--- src/sv/srsm_pkg.sv ---
`default_nettype none

package srsm_pkg;

	// pattern geometry
	localparam int MAX_PATTERN = 16;
	localparam int LIVE_W      = MAX_PATTERN + 1;
	localparam int PAT_BYTES   = 16;
	localparam int PAT_W       = 8 * PAT_BYTES;
	localparam int CNT_W       = 5;
	localparam int TOK_IDX_W   = 4;

	// configuration port
	localparam int CFG_IDX_W  = 2;
	localparam int CFG_DATA_W = 64;

	typedef enum logic [CFG_IDX_W-1:0] {
		CFG_PAT_LOW  = 2'd0,
		CFG_PAT_HIGH = 2'd1,
		CFG_PAT_LEN  = 2'd2
	} cfg_reg_t;

	// special pattern characters
	localparam logic [7:0] CH_CARET  = 8'h5E;
	localparam logic [7:0] CH_STAR   = 8'h2A;
	localparam logic [7:0] CH_DOLLAR = 8'h24;
	localparam logic [7:0] CH_ANY    = 8'h2E;
	localparam logic [7:0] CH_NUL    = 8'h00;

	typedef enum logic [1:0] {
		TOK_LIT  = 2'd0,
		TOK_STAR = 2'd1,
		TOK_END  = 2'd2
	} tok_kind_t;

	typedef enum logic [1:0] {
		SCAN_IDLE = 2'd0,
		SCAN_LOAD = 2'd1,
		SCAN_RUN  = 2'd2
	} scan_state_t;

endpackage

`default_nettype wire

--- src/sv/simple_regex_stream_matcher.sv ---
// Channel  | Direction | Payload (low bit up)          | Transfer
// s_*      | in        | s_tdata: text_byte[7:0]       | s_tvalid & s_tready
// m_*      | out       | m_tdata: matched[0], zero pad | m_tvalid & m_tready
// cfg_*    | in        | cfg_index[1:0], cfg_data[63:0]| cfg_valid & cfg_ready
//
// One text byte per cycle while s_tready is high; the live-position update sits
// between the input transfer and the output register, so the result of a zero
// byte shows in the cycle after its transfer.
// Each configuration write starts a pattern scan (a load state, then a run
// state that enters the pattern tokens into the token table until the pattern
// ends) during which s_tready is low.
// Reset clears the pattern to empty and rearms for a new string.
// A stalled result holds the input side until the result transfers.
`default_nettype none

module simple_regex_stream_matcher (
	input  wire logic                            clk,
	input  wire logic                            arst_n,
	input  wire logic                            s_tvalid,
	output logic                                 s_tready,
	input  wire logic [7:0]                      s_tdata,   // text_byte[7:0]
	output logic                                 m_tvalid,
	input  wire logic                            m_tready,
	output logic [7:0]                           m_tdata,   // matched[0], zeros [7:1]
	input  wire logic                            cfg_valid,
	output logic                                 cfg_ready,
	input  wire logic [srsm_pkg::CFG_IDX_W-1:0]  cfg_index,
	input  wire logic [srsm_pkg::CFG_DATA_W-1:0] cfg_data
);
	import srsm_pkg::*;

	// configuration registers
	logic [CFG_DATA_W-1:0] pat_low_q;
	logic [CFG_DATA_W-1:0] pat_high_q;
	logic [CNT_W-1:0]      pat_len_q;

	// token table built by the scan
	tok_kind_t             tok_kind_q [MAX_PATTERN];
	logic [7:0]            tok_char_q [MAX_PATTERN];
	logic [CNT_W-1:0]      tok_count_q;
	logic                  anchored_q;

	// scan sequencer
	scan_state_t           scan_state_q, scan_state_d;
	logic [PAT_W-1:0]      scan_buf_q;
	logic [CNT_W-1:0]      scan_rem_q;
	logic                  scan_idle;

	// matcher state
	logic [LIVE_W-1:0]     live_q;
	logic                  at_start_q;
	logic                  match_seen_q;

	// output register
	logic                  out_valid_q;
	logic                  out_matched_q;

	logic                  cfg_xfer;
	logic                  in_xfer;
	logic                  out_xfer;

	assign cfg_ready = 1'b1;
	assign cfg_xfer  = cfg_valid & cfg_ready;
	assign out_xfer  = out_valid_q & m_tready;
	assign s_tready  = scan_idle & ~cfg_valid & (~out_valid_q | m_tready);
	assign in_xfer   = s_tvalid & s_tready;
	assign m_tvalid  = out_valid_q;
	assign m_tdata   = {7'd0, out_matched_q};

	// write configuration registers
	always_ff @(posedge clk or negedge arst_n) begin
		if (!arst_n) begin
			pat_low_q  <= '0;
			pat_high_q <= '0;
			pat_len_q  <= '0;
		end else if (cfg_xfer) begin
			unique case (cfg_index)
				CFG_PAT_LOW:  pat_low_q  <= cfg_data;
				CFG_PAT_HIGH: pat_high_q <= cfg_data;
				CFG_PAT_LEN:  pat_len_q  <= cfg_data[CNT_W-1:0];
				default: ;
			endcase
		end
	end

	// scan step: classify the token at the head of the buffer
	logic [7:0]       sc_c, sc_c1;
	logic             sc_stop;
	tok_kind_t        sc_kind;
	logic             sc_two;

	always_comb begin
		sc_c    = scan_buf_q[7:0];
		sc_c1   = scan_buf_q[15:8];
		sc_stop = (scan_rem_q == '0) || (sc_c == CH_NUL);
		sc_two  = 1'b0;
		if ((scan_rem_q >= CNT_W'(2)) && (sc_c1 == CH_STAR)) begin
			sc_kind = TOK_STAR;
			sc_two  = 1'b1;
		end else if ((sc_c == CH_DOLLAR) &&
				((scan_rem_q == CNT_W'(1)) || (sc_c1 == CH_NUL))) begin
			sc_kind = TOK_END;
		end else begin
			sc_kind = TOK_LIT;
		end
	end

	// load values: clamp length, strip a leading anchor
	logic [PAT_W-1:0] ld_pat;
	logic [CNT_W-1:0] ld_len;
	logic             ld_anchor;

	always_comb begin
		ld_pat    = {pat_high_q, pat_low_q};
		ld_len    = (pat_len_q > CNT_W'(MAX_PATTERN)) ? CNT_W'(MAX_PATTERN) : pat_len_q;
		ld_anchor = (ld_len != '0) && (ld_pat[7:0] == CH_CARET);
	end

	// scan next state
	always_comb begin
		scan_state_d = scan_state_q;
		if (cfg_xfer) begin
			scan_state_d = SCAN_LOAD;
		end else begin
			unique case (scan_state_q)
				SCAN_IDLE: scan_state_d = SCAN_IDLE;
				SCAN_LOAD: scan_state_d = SCAN_RUN;
				SCAN_RUN:  scan_state_d = sc_stop ? SCAN_IDLE : SCAN_RUN;
				default:   scan_state_d = SCAN_IDLE;
			endcase
		end
	end

	// scan outputs
	always_comb begin
		unique case (scan_state_q)
			SCAN_IDLE: scan_idle = 1'b1;
			default:   scan_idle = 1'b0;
		endcase
	end

	always_ff @(posedge clk or negedge arst_n) begin
		if (!arst_n) begin
			scan_state_q <= SCAN_IDLE;
			tok_count_q  <= '0;
			anchored_q   <= 1'b0;
		end else begin
			scan_state_q <= scan_state_d;
			if (!cfg_xfer && scan_state_q == SCAN_LOAD) begin
				anchored_q  <= ld_anchor;
				tok_count_q <= '0;
			end else if (!cfg_xfer && scan_state_q == SCAN_RUN && !sc_stop) begin
				tok_count_q <= tok_count_q + CNT_W'(1);
			end
		end
	end

	// scan buffer and token table
	always_ff @(posedge clk) begin
		if (scan_state_q == SCAN_LOAD) begin
			if (ld_anchor) begin
				scan_buf_q <= ld_pat >> 8;
				scan_rem_q <= ld_len - CNT_W'(1);
			end else begin
				scan_buf_q <= ld_pat;
				scan_rem_q <= ld_len;
			end
		end else if (scan_state_q == SCAN_RUN && !sc_stop) begin
			tok_kind_q[tok_count_q[TOK_IDX_W-1:0]] <= sc_kind;
			tok_char_q[tok_count_q[TOK_IDX_W-1:0]] <= sc_c;
			if (sc_two) begin
				scan_buf_q <= scan_buf_q >> 16;
				scan_rem_q <= scan_rem_q - CNT_W'(2);
			end else begin
				scan_buf_q <= scan_buf_q >> 8;
				scan_rem_q <= scan_rem_q - CNT_W'(1);
			end
		end
	end

	// seed, star closure and advance for one text byte
	logic [LIVE_W-1:0] live_seed;
	logic [LIVE_W-1:0] star_ext;
	logic [LIVE_W-1:0] live_cl;
	logic [LIVE_W-1:0] run_mask;
	logic [LIVE_W-1:0] live_next;
	logic              hit_full;
	logic              hit_end;
	logic              char_ok;
	logic [TOK_IDX_W-1:0] last_idx;

	always_comb begin
		if (at_start_q) begin
			live_seed = LIVE_W'(1);
		end else begin
			live_seed = live_q | (anchored_q ? '0 : LIVE_W'(1));
		end

		star_ext = '0;
		for (int i = 0; i < MAX_PATTERN; i++) begin
			star_ext[i] = (tok_kind_q[i] == TOK_STAR) && (CNT_W'(i) < tok_count_q);
		end

		// position j is live if some live i <= j reaches it through star tokens
		live_cl = '0;
		for (int j = 0; j < LIVE_W; j++) begin
			for (int i = 0; i <= j; i++) begin
				run_mask = (LIVE_W'(1) << j) - (LIVE_W'(1) << i);
				if (live_seed[i] && (&(star_ext | ~run_mask))) begin
					live_cl[j] = 1'b1;
				end
			end
		end

		hit_full = live_cl[tok_count_q];
		last_idx = TOK_IDX_W'(tok_count_q - CNT_W'(1));
		hit_end  = (tok_count_q != '0) && (tok_kind_q[last_idx] == TOK_END) &&
			live_cl[{1'b0, last_idx}];

		live_next = '0;
		for (int i = 0; i < MAX_PATTERN; i++) begin
			char_ok = (tok_char_q[i] == CH_ANY) || (tok_char_q[i] == s_tdata);
			if ((CNT_W'(i) < tok_count_q) && live_cl[i] && char_ok) begin
				case (tok_kind_q[i])
					TOK_LIT:  live_next[i+1] = 1'b1;
					TOK_STAR: live_next[i]   = 1'b1;
					default: ;
				endcase
			end
		end
	end

	// update matcher state
	always_ff @(posedge clk or negedge arst_n) begin
		if (!arst_n) begin
			live_q       <= '0;
			at_start_q   <= 1'b1;
			match_seen_q <= 1'b0;
		end else if (in_xfer) begin
			if (s_tdata == CH_NUL) begin
				live_q       <= '0;
				at_start_q   <= 1'b1;
				match_seen_q <= 1'b0;
			end else begin
				live_q       <= live_next;
				at_start_q   <= 1'b0;
				match_seen_q <= match_seen_q | hit_full;
			end
		end
	end

	// load or drain the output register
	always_ff @(posedge clk or negedge arst_n) begin
		if (!arst_n) begin
			out_valid_q <= 1'b0;
		end else if (in_xfer && s_tdata == CH_NUL) begin
			out_valid_q <= 1'b1;
		end else if (out_xfer) begin
			out_valid_q <= 1'b0;
		end
	end

	always_ff @(posedge clk) begin
		if (in_xfer && s_tdata == CH_NUL) begin
			out_matched_q <= match_seen_q | hit_full | hit_end;
		end
	end

endmodule

`default_nettype wire

--- config.mk ---
export PLATFORM = sky130hd
export DESIGN_NAME = simple_regex_stream_matcher
export DESIGN_NICKNAME = d
export VERILOG_FILES = /design/src/sv/srsm_pkg.sv /design/src/sv/simple_regex_stream_matcher.sv
export SDC_FILE = /design/constraint.sdc
export NUM_CORES = 1
export LEC_CHECK = 0
export ABC_AREA = 1
export BUFFER_PORTS_ARGS = -buffer_cell sky130_fd_sc_hd__buf_2
export CORE_MARGIN = 3
export CORE_UTILIZATION = 50
export CTS_BUF_LIST = sky130_fd_sc_hd__clkbuf_8
export CTS_CLUSTER_DIAMETER = 80
export CTS_CLUSTER_SIZE = 12
export DETAILED_ROUTE_END_ITERATION = 10
export PLACE_DENSITY = 0.67
export SLEW_MARGIN = 20
export SYNTH_ARGS = -nofsm -noshare
export SYNTH_HDL_FRONTEND = slang
export SYNTH_SLANG_ARGS = --single-unit
--- constraint.sdc ---
create_clock -name clk -period 5.56 [get_ports clk]
set_input_delay 0.278 -clock clk [delete_from_list [all_inputs] [get_ports clk]]
set_output_delay 0.278 -clock clk [all_outputs]
set_load 0.05 [all_outputs]
# After elaboration in Yosys (flattened, before gate mapping)
# Memory sizes are Yosys's and may differ from the RTL's.
# Cells that the tools add are included.
# op_classes
order_cmp	20
n_eq_ne	57
muxes	233
n_addsub	5
n_bitwise	10
reduce_logical	364
# ops
cell	n
two-way mux 128 bit	3
two-way mux 1 bit	197
logical AND 1 bit	194
== test 8 x 6 -> 1 bit, second input constant	18
== test 8 bit	16
two-way mux 120 bit	1
AND reduction 8 bit	9
AND reduction 9 bit	8
AND reduction 10 bit	7
AND reduction 7 bit	10
AND reduction 11 bit	6
AND reduction 6 bit	11
AND reduction 12 bit	5
AND reduction 5 bit	12
AND reduction 13 bit	4
AND reduction 4 bit	13
AND reduction 14 bit	3
AND reduction 3 bit	14
< comparator 4 x 5 -> 1 bit, first input constant	8
two-way mux 2 bit	20
== test 2 x 1 -> 1 bit, second input constant	18
zero test 2 bit	18
AND reduction 2 bit	18
two-way mux 5 bit	7
30 further kinds	69
# totals
mem_count	2
register_bits	295
ram_bits	160
elab_cells	704
inputBits	79
# mem_list
name	words	width	read_ports	rd_ports_with_merged_regs	write_ports	line_no	text
tok_char_q	16	8	16	0	1	simple_regex_stream_matcher.sv:39	logic [7:0] tok_char_q [MAX_PATTERN];
tok_kind_q	16	2	17	0	1	simple_regex_stream_matcher.sv:38	tok_kind_t tok_kind_q [MAX_PATTERN];

# Longest topological paths before layout
# logic_depth
depth_word	38
mapped_depth	21
mapped_depth_nobuf	20

# Worst setup path after synthesis
# No wires, ideal clock.
# synth_path
path_kind	register to register
from	register scan_buf_q[3]
to	register tok_count_q[4]
stages_incl_launch_ff	10
setup_ns	0.088
synth_period_minus_slack_ns	5.005
arrival_ns	4.917
slack_ns	0.555
cell_sequence	edfxtp_1 nor4_1 nand2_1 nor3_1 a31oi_1 nand2_1 nand2_1 nand2_1 o31ai_1 nor3b_1
# synth_between
elab_chain_len	5
# synth_lines
element	line_no	text
start: declaration	simple_regex_stream_matcher.sv:45	logic [PAT_W-1:0] scan_buf_q;
start signal: assignment	simple_regex_stream_matcher.sv:162	scan_buf_q <= ld_pat >> 8;
start signal: assignment	simple_regex_stream_matcher.sv:165	scan_buf_q <= ld_pat;
start signal: assignment	simple_regex_stream_matcher.sv:172	scan_buf_q <= scan_buf_q >> 16;
zero test 8 bit	simple_regex_stream_matcher.sv:95	sc_stop = (scan_rem_q == '0) || (sc_c == CH_NUL);
logical OR 1 bit	simple_regex_stream_matcher.sv:95	
zero test 1 bit	simple_regex_stream_matcher.sv:152	end else if (!cfg_xfer && scan_state_q == SCAN_RUN && !sc_stop) begin
logical AND 1 bit	simple_regex_stream_matcher.sv:152	
nonzero test 2 bit (no source line)	-	
end signal: assignment	simple_regex_stream_matcher.sv:153	tok_count_q <= tok_count_q + CNT_W'(1);
end: declaration	simple_regex_stream_matcher.sv:40	logic [CNT_W-1:0] tok_count_q;
# No other way between the ends.
# A chain may end at the register's enable or synchronous reset.

# Worst setup path after layout
# layout_path
from	register scan_buf_q[14]
to	register scan_buf_q[33], data pin
# layout_between
elab_chain_len	6
# layout_lines
element	line_no	text
== test 8 x 6 -> 1 bit	simple_regex_stream_matcher.sv:97	if ((scan_rem_q >= CNT_W'(2)) && (sc_c1 == CH_STAR)) begin
logical AND 1 bit	simple_regex_stream_matcher.sv:97	
two-way mux 1 bit	simple_regex_stream_matcher.sv:97	
two-way mux 120 bit	simple_regex_stream_matcher.sv:171	if (sc_two) begin
two-way mux 128 bit	simple_regex_stream_matcher.sv:168	end else if (scan_state_q == SCAN_RUN && !sc_stop) begin
two-way mux 128 bit	simple_regex_stream_matcher.sv:160	if (scan_state_q == SCAN_LOAD) begin
# No other way between the ends. The select of a mux whose other input is x is not followed.

==> flow_metrics.env <==
export IMPL_outcome="complete, no violations"
export IMPL_use_met2_pct=46.9
export IMPL_diodes=0
export IMPL_use_met3_pct=3.13
export IMPL_peakVddDrop_mv=0.245
export IMPL_yosysUniqueCellTypes=63
export IMPL_power_leakage_nw=10.9
export IMPL_hpwl_um=44600
export IMPL_path_class="reg -> reg"
export IMPL_final_common_cell="nand2_1"
export IMPL_ios=90
export IMPL_cts_resized=0
export IMPL_clk_pin_slew_ns=0.10
export IMPL_grt_start_max_net_pins=101
export IMPL_first_pass_iters=6
export IMPL_syn_avg_cell_area_um2=9.25
export IMPL_holdWs_ns=0.0502
export IMPL_wl_um=67600
export IMPL_final_antenna_net_count=0
export IMPL_die_w_um=221
export IMPL_syn_area_um2=23200
export IMPL_slew_headroom_pct=25.2
export IMPL_rsz0062_at_grt="no"
export IMPL_die_y_um=221
export IMPL_wl_per_cell_um=21.1
export IMPL_grt_usage_pct=27.1
export IMPL_clkLatencyLatePin_ns=0.67
export IMPL_layout_drive_gt1_share_pct=9.75
export IMPL_ys_warn_count=0
export IMPL_cts_tree="done"
export IMPL_design_core_area_um2=45600
export IMPL_drc=0
export IMPL_min_period_ns=3.62
export IMPL_tightest_slew_ns=1.11
export IMPL_cts_setup_buffers=0
export IMPL_fill_cells=4055
export IMPL_grt_busiest_layer="met2"
export IMPL_cts_buffers=44
export IMPL_nNetsFinal=2661
export IMPL_vias=18700
export IMPL_cp_max_fo=88
export IMPL_hold_depth=3
export IMPL_synth_edf_count=294
export IMPL_row_count=78
export IMPL_whs_endpoint="pat_high_q[2]"
export IMPL_setup_violations=0
export IMPL_ff2ff_setup_slack_ns=1.94
export IMPL_drt_iter0_drc=1857
export IMPL_hold_class="in -> reg"
export IMPL_grt_pass1_vias=18300
export IMPL_grt_util_met1_pct=34.4
export IMPL_mostFrequentLayoutCells="578 x nand2_1, 294 x edfxtp_1, 272 x a21oi_1"
export IMPL_drv_slew=0
export IMPL_worst_setup_path_end_kind="flop"
export IMPL_async_flop_share_pct=35.4
export IMPL_clkSinkCount=455
export IMPL_tns_ns=0
export IMPL_synth_seq_cells=455
export IMPL_h_tree_depth=2
export IMPL_cts_buffer_depth=3
export IMPL_r2r_cells=7
export IMPL_maxCapViolations=0
export IMPL_p_per_area_nw_per_um2=282
export IMPL_total_power_mw=7.13
export IMPL_io_buffer_count=81
export IMPL_cp_data_required_time_ns=6.05
export IMPL_place_ws_ns=2.02
export IMPL_synthCells=2504
export IMPL_gp_congestion=0.908
export IMPL_synthToLayoutAreaGrowth_pct=9.26
export IMPL_seq_area_frac_synth_pct=55.5
export IMPL_grt_pass1_wl_um=105000
export IMPL_crit_path_start_kind="flop"
export IMPL_r2r_end="scan_buf_q[33]"
export IMPL_grt_ovfl_total=0
export IMPL_worst_slack_ns=1.94
export IMPL_finalHoldViolations=0
export IMPL_root_buffer="clkbuf_8"
export IMPL_holdBufCountCts=62
export IMPL_hp_start="cfg_data[2]"
export IMPL_postLayoutCoreUtil_pct=55.5
export IMPL_routed_via_density=5.84
export IMPL_start_util_pct=50.8
export IMPL_fin_worst_skew_ns=0.0586
export IMPL_die_area_um2=49000
export IMPL_fmax_mhz=277
export IMPL_fin_crit_sh_pct=65.0
export IMPL_antenna_found_initial=1
export IMPL_regToRegStartpoint="scan_buf_q[14]"
export IMPL_synthFlopType="edfxtp_1"
export IMPL_critPathArrivalTime_ns=4.11
state kept, by name, indices dropped and copies added, names as in the netlist, 2 cells and up:
signal and cells:
scan_buf_q 128, pat_len_q 5, tok_char_q 128, tok_kind_q 32, scan_state_q 2, live_q 17
pat_low_q 64, pat_high_q 64, scan_rem_q 5, tok_count_q 5
final cells by class:
cell class              count  area (um^2)  share of cell area, %
clock inverters            36          149                  0.588
well taps                 600          751                   2.97
flip-flops and latches    455        12900                   50.8
repair buffers            157         1150                   4.54
clock buffers              46          633                   2.50
multi-input cells        1690         8930                   35.3
inverters                 220          836                   3.30
worst max path at each step:
stage                               start  depth (start not counted)  slack [ns]        endpoint
after floorplan             scan_buf_q[3]                          9        0.55  tok_count_q[4]
after global placement     scan_buf_q[14]                          7        2.12  scan_buf_q[56]
after detailed placement  scan_state_q[1]                          7        2.02  tok_count_q[4]
after CTS                 scan_state_q[1]                          7        2.02  tok_count_q[4]
after global routing         pat_len_q[3]                          9        1.74  scan_buf_q[33]
final                      scan_buf_q[14]                          7        1.94  scan_buf_q[33]
cell usage after synthesis (20+ instances only):
master      n  area, um^2
clkbuf_1  105         394
or2_2      23         144
nand2_2    20         125
inv_1     210         788
a21oi_1   272        1360
nand3_1    92         460
a22oi_1   109         818
nor2_1    105         394
xnor2_1    74         648
nand2_1   581        2180
dfrtp_1   160        4000
nor4_1     32         200
nand4_1    43         269
o21ai_0   178         891
edfxtp_1  294        8830
buf_2      21         105
nor3_1     22         110
cell families after synthesis:
kind of cell	count (synthesis)	share of synthesized area (%)
fa+ha+maj	14	0.756
compound gates	608	15.0
other cells	2	0.0324
xor+xnor	92	3.48
buf+inv	365	6.31
flops	455	55.5
simple gates	968	18.9
power breakdown:
part           total [mW]  switching, mW  internal, mW  leakage, nW
clock network        1.96           1.19         0.774        0.506
logic               0.896          0.553         0.343         5.63
registers            4.27          0.304          3.97         4.76
total                7.13           2.05          5.08         10.9
worst max-delay path: stages (launching register included):
cell and delay (ns):
edfxtp_1 0.39, or2_2 0.32, nor4_1 0.42, nand2_4 0.50
inv_4 0.89, buf_4 0.54, a21oi_1 0.14, a22oi_1 0.21
stage by stage:
| step | area (um^2) | cells |
|---|---|---|
| 2_1_floorplan | 23200 | 2510 |
| 3_5_place_dp | 23900 | 3060 |
| 4_1_cts | 25300 | 3204 |
| 3_3_place_gp | 23900 | 3060 |
| 5_1_grt | 25300 | 3204 |
| 6_report | 25300 | 3204 |
metal layers:
metal  vias to the layer above  share of wire (%)
li1                       8740                  -
met1                      9161                 40
met2                       672                 50
met3                       125                5.1
met4                         0                4.4
met5                         -                  0
(Power assumes the default switching activity.)
